$ cat src/hw/rtl/edc_pkg.sv
// Shared constants, payload types and the gray conversion for the edge density
// and contrast block. No dependencies; every other file of the block imports it.
`default_nettype none

package edc_pkg;

   localparam int MAX_WIDTH    = 256;
   localparam int COL_W        = $clog2(MAX_WIDTH);
   localparam int HEIGHT_LIMIT = 256;
   localparam int ROW_W        = $clog2(HEIGHT_LIMIT);

   localparam int GRAY_W     = 8;
   localparam int DIFF_W     = GRAY_W + 1;
   localparam int CFG_DIM_W  = 9;
   localparam int THR_W      = 17;
   localparam int TOTAL_W    = 17;
   localparam int COUNT_W    = 16;
   localparam int GRAY_SUM_W = GRAY_W + 5;

   localparam int REQ_W = 3 * GRAY_W;
   localparam int RSP_W = 2 * COUNT_W + 3 * GRAY_W;

   localparam int QUEUE_DEPTH = 4;
   localparam int QPTR_W      = $clog2(QUEUE_DEPTH);
   localparam int QCNT_W      = $clog2(QUEUE_DEPTH + 1);

   localparam int CSR_IDX_W  = 2;
   localparam int CSR_DATA_W = 17;

   localparam logic [CSR_IDX_W-1:0] CSR_FRAME_WIDTH    = 2'd0;
   localparam logic [CSR_IDX_W-1:0] CSR_FRAME_HEIGHT   = 2'd1;
   localparam logic [CSR_IDX_W-1:0] CSR_EDGE_THRESHOLD = 2'd2;

   localparam logic [CFG_DIM_W-1:0] WIDTH_RESET     = 9'd256;
   localparam logic [CFG_DIM_W-1:0] HEIGHT_RESET    = 9'd256;
   localparam logic [THR_W-1:0]     THRESHOLD_RESET = 17'd2601;

   localparam logic [GRAY_W-1:0] GRAY_MAX_VALUE = 8'd255;

   localparam logic [GRAY_SUM_W-1:0] RED_WEIGHT   = 13'd11;
   localparam logic [GRAY_SUM_W-1:0] GREEN_WEIGHT = 13'd16;
   localparam logic [GRAY_SUM_W-1:0] BLUE_WEIGHT  = 13'd5;

   // One pixel after the line buffers, ready for the gradient test
   typedef struct packed {
      logic signed [DIFF_W-1:0] gx;
      logic signed [DIFF_W-1:0] gy;
      logic [GRAY_W-1:0]        gray;
      logic                     interior;
      logic                     frame_end;
   } edc_item_type;

   // Frame geometry after clamping: index of the last column and last row
   typedef struct packed {
      logic [COL_W-1:0] last_col;
      logic [ROW_W-1:0] last_row;
   } edc_geom_type;

   function automatic logic [GRAY_W-1:0] gray_of(
      input logic [GRAY_W-1:0] red,
      input logic [GRAY_W-1:0] green,
      input logic [GRAY_W-1:0] blue
   );
      logic [GRAY_SUM_W-1:0] sum;
      sum = GRAY_SUM_W'(red) * RED_WEIGHT + GRAY_SUM_W'(green) * GREEN_WEIGHT
          + GRAY_SUM_W'(blue) * BLUE_WEIGHT;
      return sum[GRAY_SUM_W-1:5];
   endfunction

endpackage

`default_nettype wire

$ cat src/hw/rtl/edge_density_contrast.sv
// Edge density and contrast statistics over one frame of RGB pixels.
// Top level: register port, front end, item queue and statistics back end.
//
// Usage:
//   req_*  carries one RGB pixel per beat in raster order. The block counts
//          interior pixels whose squared central-difference gradient reaches
//          edge_threshold_sq and tracks the gray minimum and maximum.
//   rsp_*  carries one beat per frame, after the frame's last pixel: edge
//          count, interior pixel count, min, max and range of gray.
//   csr_*  writes frame_width (0), frame_height (1) and edge_threshold_sq (2);
//          write only while no frame is in progress. Other indexes are ignored.
// Throughput is one pixel per clock; each line buffer takes one read and one
// write per pixel. The last pixel beat passes the front-end register stage and
// the item queue before the result register. When rsp_tready is low, the
// result holds, pixels keep flowing into a four-entry queue and req_tready
// drops once it is full. Reset restores the register defaults (256 x 256,
// threshold 2601) and starts a new frame; the line buffers need no clearing,
// as rows two and beyond only read entries written earlier in the same frame.
`default_nettype none

module edge_density_contrast (
   input  logic                           clock,
   input  logic                           reset,
   input  logic                           req_tvalid,
   output logic                           req_tready,
   input  logic [edc_pkg::REQ_W-1:0]      req_tdata,   // red, green, blue
   output logic                           rsp_tvalid,
   input  logic                           rsp_tready,
   // edge_count, interior_pixels, min_gray, max_gray, gray_range
   output logic [edc_pkg::RSP_W-1:0]      rsp_tdata,
   input  logic                           csr_valid,
   output logic                           csr_ready,
   input  logic [edc_pkg::CSR_IDX_W-1:0]  csr_index,
   input  logic [edc_pkg::CSR_DATA_W-1:0] csr_data
);
   import edc_pkg::*;

   logic [CFG_DIM_W-1:0] width_ff, width_in;
   logic [CFG_DIM_W-1:0] height_ff, height_in;
   logic [THR_W-1:0]     thr_ff, thr_in;

   logic          push;
   edc_item_type  push_item;
   edc_item_type  head;
   logic          pop;
   logic          empty;
   logic [QCNT_W-1:0] fill;
   edc_geom_type  geom;

   assign csr_ready = 1'b1;

   always_comb begin
      width_in  = width_ff;
      height_in = height_ff;
      thr_in    = thr_ff;
      if (csr_valid && csr_ready) begin
         case (csr_index)
            CSR_FRAME_WIDTH: begin
               width_in = csr_data[CFG_DIM_W-1:0];
            end
            CSR_FRAME_HEIGHT: begin
               height_in = csr_data[CFG_DIM_W-1:0];
            end
            CSR_EDGE_THRESHOLD: begin
               thr_in = csr_data[THR_W-1:0];
            end
            default: begin
               width_in = width_ff;
            end
         endcase
      end
   end

   always_ff @(posedge clock) begin
      if (reset) begin
         width_ff  <= WIDTH_RESET;
         height_ff <= HEIGHT_RESET;
         thr_ff    <= THRESHOLD_RESET;
      end else begin
         width_ff  <= width_in;
         height_ff <= height_in;
         thr_ff    <= thr_in;
      end
   end

   edc_front u_front (
      .clock      (clock),
      .reset      (reset),
      .req_tvalid (req_tvalid),
      .req_tready (req_tready),
      .req_tdata  (req_tdata),
      .cfg_width  (width_ff),
      .cfg_height (height_ff),
      .queue_fill (fill),
      .push       (push),
      .push_item  (push_item),
      .geom       (geom)
   );

   edc_queue u_queue (
      .clock     (clock),
      .reset     (reset),
      .push      (push),
      .push_item (push_item),
      .pop       (pop),
      .head      (head),
      .empty     (empty),
      .fill      (fill)
   );

   edc_back u_back (
      .clock       (clock),
      .reset       (reset),
      .queue_empty (empty),
      .head        (head),
      .queue_pop   (pop),
      .threshold   (thr_ff),
      .geom        (geom),
      .rsp_tvalid  (rsp_tvalid),
      .rsp_tready  (rsp_tready),
      .rsp_tdata   (rsp_tdata)
   );

endmodule

`default_nettype wire

$ cat src/hw/rtl/edc_queue.sv
// Short item queue between the pixel front end and the statistics back end.
// Depends on edc_pkg for the item type and depth.
`default_nettype none

module edc_queue (
   input  logic                 clock,
   input  logic                 reset,
   input  logic                 push,
   input  edc_pkg::edc_item_type push_item,
   input  logic                 pop,
   output edc_pkg::edc_item_type head,
   output logic                 empty,
   output logic [edc_pkg::QCNT_W-1:0] fill
);
   import edc_pkg::*;

   edc_item_type       slot_ff [QUEUE_DEPTH];
   logic [QPTR_W-1:0]  wr_ptr_ff, wr_ptr_in;
   logic [QPTR_W-1:0]  rd_ptr_ff, rd_ptr_in;
   logic [QCNT_W-1:0]  fill_ff, fill_in;

   always_comb begin
      wr_ptr_in = push ? wr_ptr_ff + QPTR_W'(1) : wr_ptr_ff;
      rd_ptr_in = pop ? rd_ptr_ff + QPTR_W'(1) : rd_ptr_ff;
      fill_in   = fill_ff + QCNT_W'(push) - QCNT_W'(pop);
   end

   always_ff @(posedge clock) begin
      if (reset) begin
         wr_ptr_ff <= '0;
         rd_ptr_ff <= '0;
         fill_ff   <= '0;
      end else begin
         wr_ptr_ff <= wr_ptr_in;
         rd_ptr_ff <= rd_ptr_in;
         fill_ff   <= fill_in;
      end
   end

   always_ff @(posedge clock) begin
      if (push) begin
         slot_ff[wr_ptr_ff] <= push_item;
      end
   end

   assign head  = slot_ff[rd_ptr_ff];
   assign empty = (fill_ff == '0);
   assign fill  = fill_ff;

endmodule

`default_nettype wire

$ cat src/hw/rtl/edc_front.sv
// Pixel front end: accepts pixels, converts to gray, tracks the raster position,
// runs the two line buffers and pushes central differences into the queue.
// Depends on edc_pkg.
`default_nettype none

module edc_front (
   input  logic                          clock,
   input  logic                          reset,
   input  logic                          req_tvalid,
   output logic                          req_tready,
   input  logic [edc_pkg::REQ_W-1:0]     req_tdata,
   input  logic [edc_pkg::CFG_DIM_W-1:0] cfg_width,
   input  logic [edc_pkg::CFG_DIM_W-1:0] cfg_height,
   input  logic [edc_pkg::QCNT_W-1:0]    queue_fill,
   output logic                          push,
   output edc_pkg::edc_item_type         push_item,
   output edc_pkg::edc_geom_type         geom
);
   import edc_pkg::*;

   logic [GRAY_W-1:0] mid_mem  [MAX_WIDTH];
   logic [GRAY_W-1:0] prev_mem [MAX_WIDTH];

   logic [COL_W-1:0]  col_ff, col_in;
   logic [ROW_W-1:0]  row_ff, row_in;
   logic              a_valid_ff, a_valid_in;

   logic [GRAY_W-1:0] a_gray_ff;
   logic [COL_W-1:0]  a_col_ff;
   logic              a_interior_ff;
   logic              a_frame_end_ff;
   logic [GRAY_W-1:0] rd_mid_ff;
   logic [GRAY_W-1:0] rd_prev_ff;

   logic [GRAY_W-1:0] mid1_ff;
   logic [GRAY_W-1:0] mid2_ff;
   logic [GRAY_W-1:0] prev1_ff;
   logic [GRAY_W-1:0] cur1_ff;

   logic accept;
   logic row_end;
   logic frame_end;
   logic interior;

   // Clamp the geometry to the supported range
   always_comb begin
      if (cfg_width < CFG_DIM_W'(3)) begin
         geom.last_col = COL_W'(2);
      end else if (cfg_width > CFG_DIM_W'(MAX_WIDTH)) begin
         geom.last_col = COL_W'(MAX_WIDTH - 1);
      end else begin
         geom.last_col = COL_W'(cfg_width - CFG_DIM_W'(1));
      end
      if (cfg_height < CFG_DIM_W'(3)) begin
         geom.last_row = ROW_W'(2);
      end else if (cfg_height > CFG_DIM_W'(HEIGHT_LIMIT)) begin
         geom.last_row = ROW_W'(HEIGHT_LIMIT - 1);
      end else begin
         geom.last_row = ROW_W'(cfg_height - CFG_DIM_W'(1));
      end
   end

   // Take a beat only if the queue has room for it and the one still in flight
   assign req_tready = ({1'b0, queue_fill} + (QCNT_W + 1)'(a_valid_ff))
                       < (QCNT_W + 1)'(QUEUE_DEPTH);
   assign accept     = req_tvalid & req_tready;

   always_comb begin
      row_end    = (col_ff >= geom.last_col);
      frame_end  = row_end && (row_ff >= geom.last_row);
      interior   = (col_ff >= COL_W'(2)) && (row_ff >= ROW_W'(2));
      a_valid_in = accept;
      col_in     = col_ff;
      row_in     = row_ff;
      if (accept) begin
         if (frame_end) begin
            col_in = '0;
            row_in = '0;
         end else if (row_end) begin
            col_in = '0;
            row_in = row_ff + ROW_W'(1);
         end else begin
            col_in = col_ff + COL_W'(1);
         end
      end
   end

   always_ff @(posedge clock) begin
      if (reset) begin
         col_ff     <= '0;
         row_ff     <= '0;
         a_valid_ff <= 1'b0;
      end else begin
         col_ff     <= col_in;
         row_ff     <= row_in;
         a_valid_ff <= a_valid_in;
      end
   end

   // Read the line buffers at the accepted column; consecutive beats never
   // share a column, so the write-back in the next cycle cannot collide
   always_ff @(posedge clock) begin
      if (accept) begin
         a_gray_ff      <= gray_of(req_tdata[GRAY_W-1:0], req_tdata[2*GRAY_W-1:GRAY_W],
                                   req_tdata[3*GRAY_W-1:2*GRAY_W]);
         a_col_ff       <= col_ff;
         a_interior_ff  <= interior;
         a_frame_end_ff <= frame_end;
         rd_mid_ff      <= mid_mem[col_ff];
         rd_prev_ff     <= prev_mem[col_ff];
      end
   end

   // Shift the rows down and advance the column taps
   always_ff @(posedge clock) begin
      if (a_valid_ff) begin
         mid_mem[a_col_ff]  <= a_gray_ff;
         prev_mem[a_col_ff] <= rd_mid_ff;
         mid2_ff            <= mid1_ff;
         mid1_ff            <= rd_mid_ff;
         prev1_ff           <= rd_prev_ff;
         cur1_ff            <= a_gray_ff;
      end
   end

   assign push = a_valid_ff;

   always_comb begin
      push_item.gx        = $signed({1'b0, rd_mid_ff}) - $signed({1'b0, mid2_ff});
      push_item.gy        = $signed({1'b0, cur1_ff}) - $signed({1'b0, prev1_ff});
      push_item.gray      = a_gray_ff;
      push_item.interior  = a_interior_ff;
      push_item.frame_end = a_frame_end_ff;
   end

endmodule

`default_nettype wire

$ cat src/hw/rtl/edc_back.sv
// Statistics back end: gradient threshold test, edge count, gray min and max,
// and the result register on the frame's last pixel. Depends on edc_pkg.
`default_nettype none

module edc_back (
   input  logic                      clock,
   input  logic                      reset,
   input  logic                      queue_empty,
   input  edc_pkg::edc_item_type     head,
   output logic                      queue_pop,
   input  logic [edc_pkg::THR_W-1:0] threshold,
   input  edc_pkg::edc_geom_type     geom,
   output logic                      rsp_tvalid,
   input  logic                      rsp_tready,
   output logic [edc_pkg::RSP_W-1:0] rsp_tdata
);
   import edc_pkg::*;

   logic [TOTAL_W-1:0] edge_ff, edge_in;
   logic [GRAY_W-1:0]  min_ff, min_in;
   logic [GRAY_W-1:0]  max_ff, max_in;
   logic               rsp_valid_ff, rsp_valid_in;
   logic [RSP_W-1:0]   rsp_data_ff;
   logic [COUNT_W-1:0] area_ff, area_in;

   logic [COL_W+ROW_W-1:0] area_full;
   logic signed [2*DIFF_W-1:0] sq_x;
   logic signed [2*DIFF_W-1:0] sq_y;
   logic [THR_W-1:0]   mag;
   logic               is_edge;
   logic [TOTAL_W-1:0] edge_next;
   logic [GRAY_W-1:0]  min_next;
   logic [GRAY_W-1:0]  max_next;

   always_comb begin
      area_full = (COL_W + ROW_W)'(geom.last_col - COL_W'(1))
                * (COL_W + ROW_W)'(geom.last_row - ROW_W'(1));
      area_in   = COUNT_W'(area_full);
   end

   // Drain the queue whenever the result register is free or being taken
   assign queue_pop = !queue_empty && (!rsp_valid_ff || rsp_tready);

   always_comb begin
      sq_x      = head.gx * head.gx;
      sq_y      = head.gy * head.gy;
      mag       = {1'b0, sq_x[2*GRAY_W-1:0]} + {1'b0, sq_y[2*GRAY_W-1:0]};
      is_edge   = head.interior && (mag >= threshold);
      edge_next = edge_ff + TOTAL_W'(is_edge);
      min_next  = (head.gray < min_ff) ? head.gray : min_ff;
      max_next  = (head.gray > max_ff) ? head.gray : max_ff;

      edge_in = edge_ff;
      min_in  = min_ff;
      max_in  = max_ff;
      if (queue_pop) begin
         if (head.frame_end) begin
            edge_in = '0;
            min_in  = GRAY_MAX_VALUE;
            max_in  = '0;
         end else begin
            edge_in = edge_next;
            min_in  = min_next;
            max_in  = max_next;
         end
      end

      if (queue_pop && head.frame_end) begin
         rsp_valid_in = 1'b1;
      end else if (rsp_tready) begin
         rsp_valid_in = 1'b0;
      end else begin
         rsp_valid_in = rsp_valid_ff;
      end
   end

   always_ff @(posedge clock) begin
      if (reset) begin
         edge_ff      <= '0;
         min_ff       <= GRAY_MAX_VALUE;
         max_ff       <= '0;
         rsp_valid_ff <= 1'b0;
      end else begin
         edge_ff      <= edge_in;
         min_ff       <= min_in;
         max_ff       <= max_in;
         rsp_valid_ff <= rsp_valid_in;
      end
   end

   always_ff @(posedge clock) begin
      area_ff <= area_in;
      if (queue_pop && head.frame_end) begin
         rsp_data_ff <= {max_next - min_next, max_next, min_next, area_ff,
                         edge_next[COUNT_W-1:0]};
      end
   end

   assign rsp_tvalid = rsp_valid_ff;
   assign rsp_tdata  = rsp_data_ff;

endmodule

`default_nettype wire

$ cat config.mk
export PLATFORM = sky130hd
export DESIGN_NAME = edge_density_contrast
export DESIGN_NICKNAME = d
export VERILOG_FILES = /design/src/hw/rtl/edc_pkg.sv /design/src/hw/rtl/edge_density_contrast.sv /design/src/hw/rtl/edc_queue.sv /design/src/hw/rtl/edc_front.sv /design/src/hw/rtl/edc_back.sv
export SDC_FILE = /design/constraint.sdc
export NUM_CORES = 2
export LEC_CHECK = 0
export ABC_CLOCK_PERIOD_IN_PS = 9400
export BUFFER_PORTS_ARGS = -buffer_cell sky130_fd_sc_hd__buf_2
export CAP_MARGIN = 10
export CORE_MARGIN = 3
export CORE_UTILIZATION = 45
export DETAILED_ROUTE_END_ITERATION = 6
export PLACE_DENSITY = 0.65
export SYNTH_ARGS = -nofsm -noshare
export SYNTH_HDL_FRONTEND = slang
export SYNTH_HIERARCHICAL = 1
export SYNTH_MEMORY_MAX_BITS = 65536
export SYNTH_SLANG_ARGS = --single-unit
export TNS_END_PERCENT = 50
$ cat constraint.sdc
create_clock -name clock -period 9.4 [get_ports clock]
set_input_delay 1.88 -clock clock [delete_from_list [all_inputs] [get_ports clock]]
set_output_delay 1.88 -clock clock [all_outputs]
set_load 0.005 [all_outputs]
# ---- Yosys cells after proc, flatten, opt, wreduce, memory -nomap -nowiden
# Memory sizes are Yosys's and may differ from the RTL's. A register that Yosys moved wholly into a read port is not among the register bits.
# Cells that the tools add are included.
dict set report classes {
  n_mul 5
  order_cmp 12
  add_sub_neg 18
  shift 0
  div 0
  muxes 19
  n_eq_ne 2
  reduce_logical 16
  bitwise 1
}
# operator count
set op_table {}
lappend op_table {{$mux W8} 12}
lappend op_table {{$mul A9 B9 Y16} 2}
lappend op_table {{$gt A9 B9 Y1 const B} 2}
lappend op_table {{$lt A9 B2 Y1 const B} 2}
lappend op_table {{$sub A8 B1 Y9 const B} 2}
lappend op_table {{$sub A8 B8 Y9} 2}
lappend op_table {{$add A16 B16 Y17} 1}
lappend op_table {{$add A17 B1 Y17} 1}
lappend op_table {{$ge A17 B17 Y1} 1}
lappend op_table {{$mux W17} 1}
lappend op_table {{$add A8 B1 Y8 const B} 2}
lappend op_table {{$ge A8 B2 Y1 const B} 2}
lappend op_table {{$ge A8 B8 Y1} 2}
lappend op_table {{$mul A16 B16 Y16} 1}
lappend op_table {{$sub A8 B1 Y8 const B} 2}
lappend op_table {{$add A12 B12 Y13} 1}
lappend op_table {{$add A13 B11 Y13} 1}
lappend op_table {{$mul A8 B4 Y12 const B} 1}
lappend op_table {{$mul A8 B3 Y11 const B} 1}
lappend op_table {{$gt A8 B8 Y1} 1}
lappend op_table {{$lt A8 B8 Y1} 1}
lappend op_table {{$reduce_and A2 Y1} 4}
lappend op_table {{$sub A8 B8 Y8} 1}
lappend op_table {{$logic_and A1 B1 Y1} 5}
lappend op_table {{15 further kinds} 22}
dict set report totals {
  mem_bits_ro 0
  ff_bits 215
  latchBits 0
  output_inout_bits 59
  mem_count 3
  elab_cells 99
  ram_bits 4208
}
# name depth width read_ports rd_clocked_by_memory_dff write_ports line
set memory_table {}
lappend memory_table {u_front.mid_mem 256 8 1 1 1 edc_front.sv:21} ;# logic [GRAY_W-1:0] mid_mem [MAX_WIDTH];
lappend memory_table {u_front.prev_mem 256 8 1 1 1 edc_front.sv:22} ;# logic [GRAY_W-1:0] prev_mem [MAX_WIDTH];
lappend memory_table {u_queue.slot_ff 4 28 1 1 1 edc_queue.sv:17} ;# edc_item_type slot_ff [QUEUE_DEPTH];

# ---- Longest topological paths before layout
dict set report logic_depth {
  depth_word 7
  mapped_depth 42
  mapped_depth_nobuf 38
}

# ---- Hierarchy
# Netlist, hierarchy kept.
# module seq_area_each_um2 cells_each instances area_per_inst_um2
set by_module_without_submodules {}
lappend by_module_without_submodules {edc_front 125320.2 7298 1 162648.5}
lappend by_module_without_submodules {edc_back 2662.6 1339 1 12946.2}
lappend by_module_without_submodules {edc_queue 3543.4 187 1 4519.3}
lappend by_module_without_submodules {edge_density_contrast 700.7 144 1 1483.9}

# ---- Least setup slack after synthesis
# No wires, ideal clock.
dict set report synth_timing {
  path_kind {register to register}
  start {register with a tool-made name}
  end {register u_back.rsp_data_ff[14], in the netlist u_back/rsp_tdata[14], data pin}
  arrival_time_ns 8.730
  synth_period_minus_slack_ns 8.990
  stages_incl_launch_ff 36
  setup_time_ns 0.260
  n_path_buf 3
  setup_slack_ns 0.410
  required_time_ns 9.140
  cell_sequence {dfxtp_1 > buf_6 > mux4_1 > clkbuf_1 > nor2b_1 > fa_1 > inv_1 > fa_1 > inv_1 > fa_1 > fa_1 > fa_1 > ha_1 > o21ai_0 > nand2b_1 > xor2_1 > ha_1 > a21o_1 > a21o_1 > or3_1 > a41o_1 > a31o_1 > a21oi_2 > xnor2_1 > ha_1 > nand4_1 > nor3b_1 > o41a_1 > ha_1 > ha_1 > and3_1 > and3_1 > buf_2 > and3_1 > and3_1 > xor2_1}
}
# item line
set synth_rtl {}
lappend synth_rtl {{to (signal assigned)} edc_back.sv:94} ;# rsp_data_ff <= {max_next - min_next, max_next, min_next, area_ff,
lappend synth_rtl {{to (decl)} edc_back.sv:23} ;# logic [RSP_W-1:0] rsp_data_ff;

==> results.yml <==
outcome:
  run_status: "complete, no violations"
synthesis:
  synth_compound_area_share_pct: 2.21
  yosys.cell_types.count: 94
  yosysMostFrequentCell: "edfxtp_1"
  synth_top_area_share_pct: 71.6
  syn_area_per_cell_um2: 20.2
  mappedNetlistArea_um2: 182000
  synth_area_leaders: "edfxtp_1 72%, mux4_2 14%, fa_1 2.1%, ha_1 1.6%, mux2i_1 1.5%"
  synthAdderAreaFrac_pct: 3.79
  synth_seq_cells: 4440
  synth_top_area_cell: "edfxtp_1"
  synthSimpleGateAreaFrac_pct: 2.93
  synthXorXnorAreaFrac_pct: 0.788
  synthMuxAreaShare_pct: 15.5
  netlist_top_cells_count: "4330 x edfxtp_1, 1111 x mux4_2, 458 x nor2_1, 351 x inv_1, 279 x nand2_1"
  yosysWarnings: 6
  ys.flop_type: "edfxtp_1"
  ys_async_sr_fraction_pct: 0
  synth_edf_count: 4330
  synth_top_family_by_area: "multiplexers"
  syn_nets: 9449
  ys_seq_area_share_pct: 72.8
  synthCells: 8968
timing:
  finalCritPeriodShare_pct: 95.5
  final.min_clock_period_ns: 8.98
  fmax_mhz: 111
  hold_violations: 0
  max-slew-margin-rel_pct: 10.6
  worst_pin_slew_ns: 1.34
  slew_violations: 0
  setup-violations-final: 0
  skew_ns: 0.103
detailed_routing:
  first_pass_iters: 6
  wirelength_um: 479000
  ant_nets: 0
  vias: 92800
  initialDrtViolationCount: 12000
  avgViaCountPerCell: 6.10
  wl_per_cell_um: 31.5
  drc_errors: 0
critical_path:
  critPathSlowestCell: "mux4_2"
  max_stage_delay_ns: 0.56
  cpMostUsedCell: "fa_1"
  startpoint_type: "register"
  critical_path_buf_inv_count: 5
  worstPathRequired_ns: 10.28
  path_max_fanout: 7
  worst_ep_arrival_time_ns: 9.86
  crit_family: "adder cells"
  cp-end-kind: "register"
  critical_path_class: "register to register"
die:
  io_pins: 107
  core_area_um2: 401000
  die_w_um: 641
  fp.dieH_um: 641
  rows: 232
  start_util_pct: 45.3
  die-area_um2: 411000
global_routing:
  grt_pass1_vias: 92900
  track_usage_pct: 23.2
  gr-total-overflow: 0
  antenna_found_initial: 28
  grt_first_pass_wirelength_um: 684000
  grt_start_max_net_pins: 205
clocking:
  clkSlewWorstSetupHoldPaths_ns: 0.06
  cts_max_path_buffers: 4
  clk_latency_ns: 1.00
  htreeDepth: 5
  clock-sinks: 4440
  root_buffer: "clkbuf_16"
  cts_tree: "built"
  cts_buffers: 430
place:
  io_buffers: 105
  gp_congestion: 0.865
  placed_cells: 14400
  hpwl_um: 284000
hold_path:
  hold_path.class: "register to register"
finish:
  area_growth_syn_to_layout_pct: 13.0
  fillers: 31500
  final_cells: 15200
  fin_nets: 10000
  drive_gt1_share_pct: 25.2
run:
  maxCapViolCount: 0
## path summary, 6_finish.rpt
kind	to	depth (start not counted)	slack, ns	start
hold reg to reg	u_back/rsp_tdata[28]	0	0.40	u_back/area_ff[12]
setup reg to reg	u_back/edge_ff[14]	36	0.42	register
setup / recovery	u_back/edge_ff[14]	36	0.42	register
hold / removal	u_back/rsp_tdata[28]	0	0.40	u_back/area_ff[12]
## flip-flops by register name, indices dropped and copies added (netlist names), 9 cells and up, named ones only
| name | flops |
|---|---|
| thr_ff | 17 |
| height_ff | 9 |
| u_back/area_ff | 16 |
| u_back/edge_ff | 16 |
| u_back/rsp_tdata | 56 |
| u_front/prev_mem | 2048 |
| width_ff | 9 |
| u_front/mid_mem | 2048 |
| u_queue/slot_ff | 112 |
## what timing repair did
action / 4_1_cts / 5_1_grt
hold endpoints to repair: 0 / 0
setup buffers: 0 / 7
endpoints found under the setup margin: 0 / 17
resized for setup: 0 / 15
hold buffers: 0 / 0
## layer usage
layer  vias up  share of wire [%]  GRT usage [%]
li1      37500                  -              -
met1     49200                 38           32.0
met2      5209                 47           36.4
met3       911                 11           5.18
met4         8                4.1           8.52
met5         -              0.011          0.106
## area by class of cell
cell class	instances	area, µm²	area share (%)
sequential	4440	132000	64.5
multi-input combinational	3746	46200	22.5
clock buffer	533	11400	5.55
tap	5265	6590	3.21
timing repair buffer	591	4550	2.22
clock inverter	261	2820	1.38
inverter	353	1330	0.649
antenna	18	45.0	0.0220
## worst register-to-register path: cells and delay by family (launching register included)
kind            cells  cell delay, ns
compound gates     10            1.88
xor+xnor            2            0.39
fa+ha+maj          10            3.86
buf+inv             5            0.41
flops               1            0.40
mux                 1            0.56
simple gates        8            1.42
## kinds of logic (layout without fill, tap and decap cells)
logic type                 count (synthesis)  in the layout
DFF                                     4440           4440
muxes                                   1407           1407
and+or+nand+nor                         1151           1151
buffers and inverters                    782           1738
AOI/OAI and AO/OA                        596            596
adders and majority gates                433            433
xor gates and xnor gates                 158            158
other                                      1             19
## layout by cell type (no fill, tap or decap), types with 32 or more instances in the layout
cell          n
a21o_1       32
a21oi_1     145
a22oi_1     110
and2_1       34
buf_2       105
buf_4       457
bufinv_16    47
clkbuf_1     83
clkbuf_16   434
clkinv_1     96
clkinv_2     70
dfxtp_1     100
edfxtp_1   4330
fa_1        195
ha_1        234
inv_1       348
mux2i_1     270
mux4_2     1111
nand2_1     279
nand2b_1     83
nand3_1      72
nor2_1      372
nor2_2       85
nor2b_1      47
nor3_1       38
o21ai_0      81
xnor2_1     105
xor2_1       48
## metrics by stage
stage	utilization, %	instance area, µm²	setup slack, ns	hold WS [ns]	TNS (ns)
final	51.2	205000	0.421	0.403	0
after detailed placement	47.6	191000	0.162	0.389	0
after CTS	51.2	205000	0.121	0.404	0
after global placement	47.6	191000	0.123	0.387	0
after floorplan	-	182000	0.410	0.386	0
after global routing	51.2	205000	-0.00730	0.409	-0.00730
Power is not shown: default switching activity piles up to over one toggle a cycle in this logic, so the estimate is an artifact.
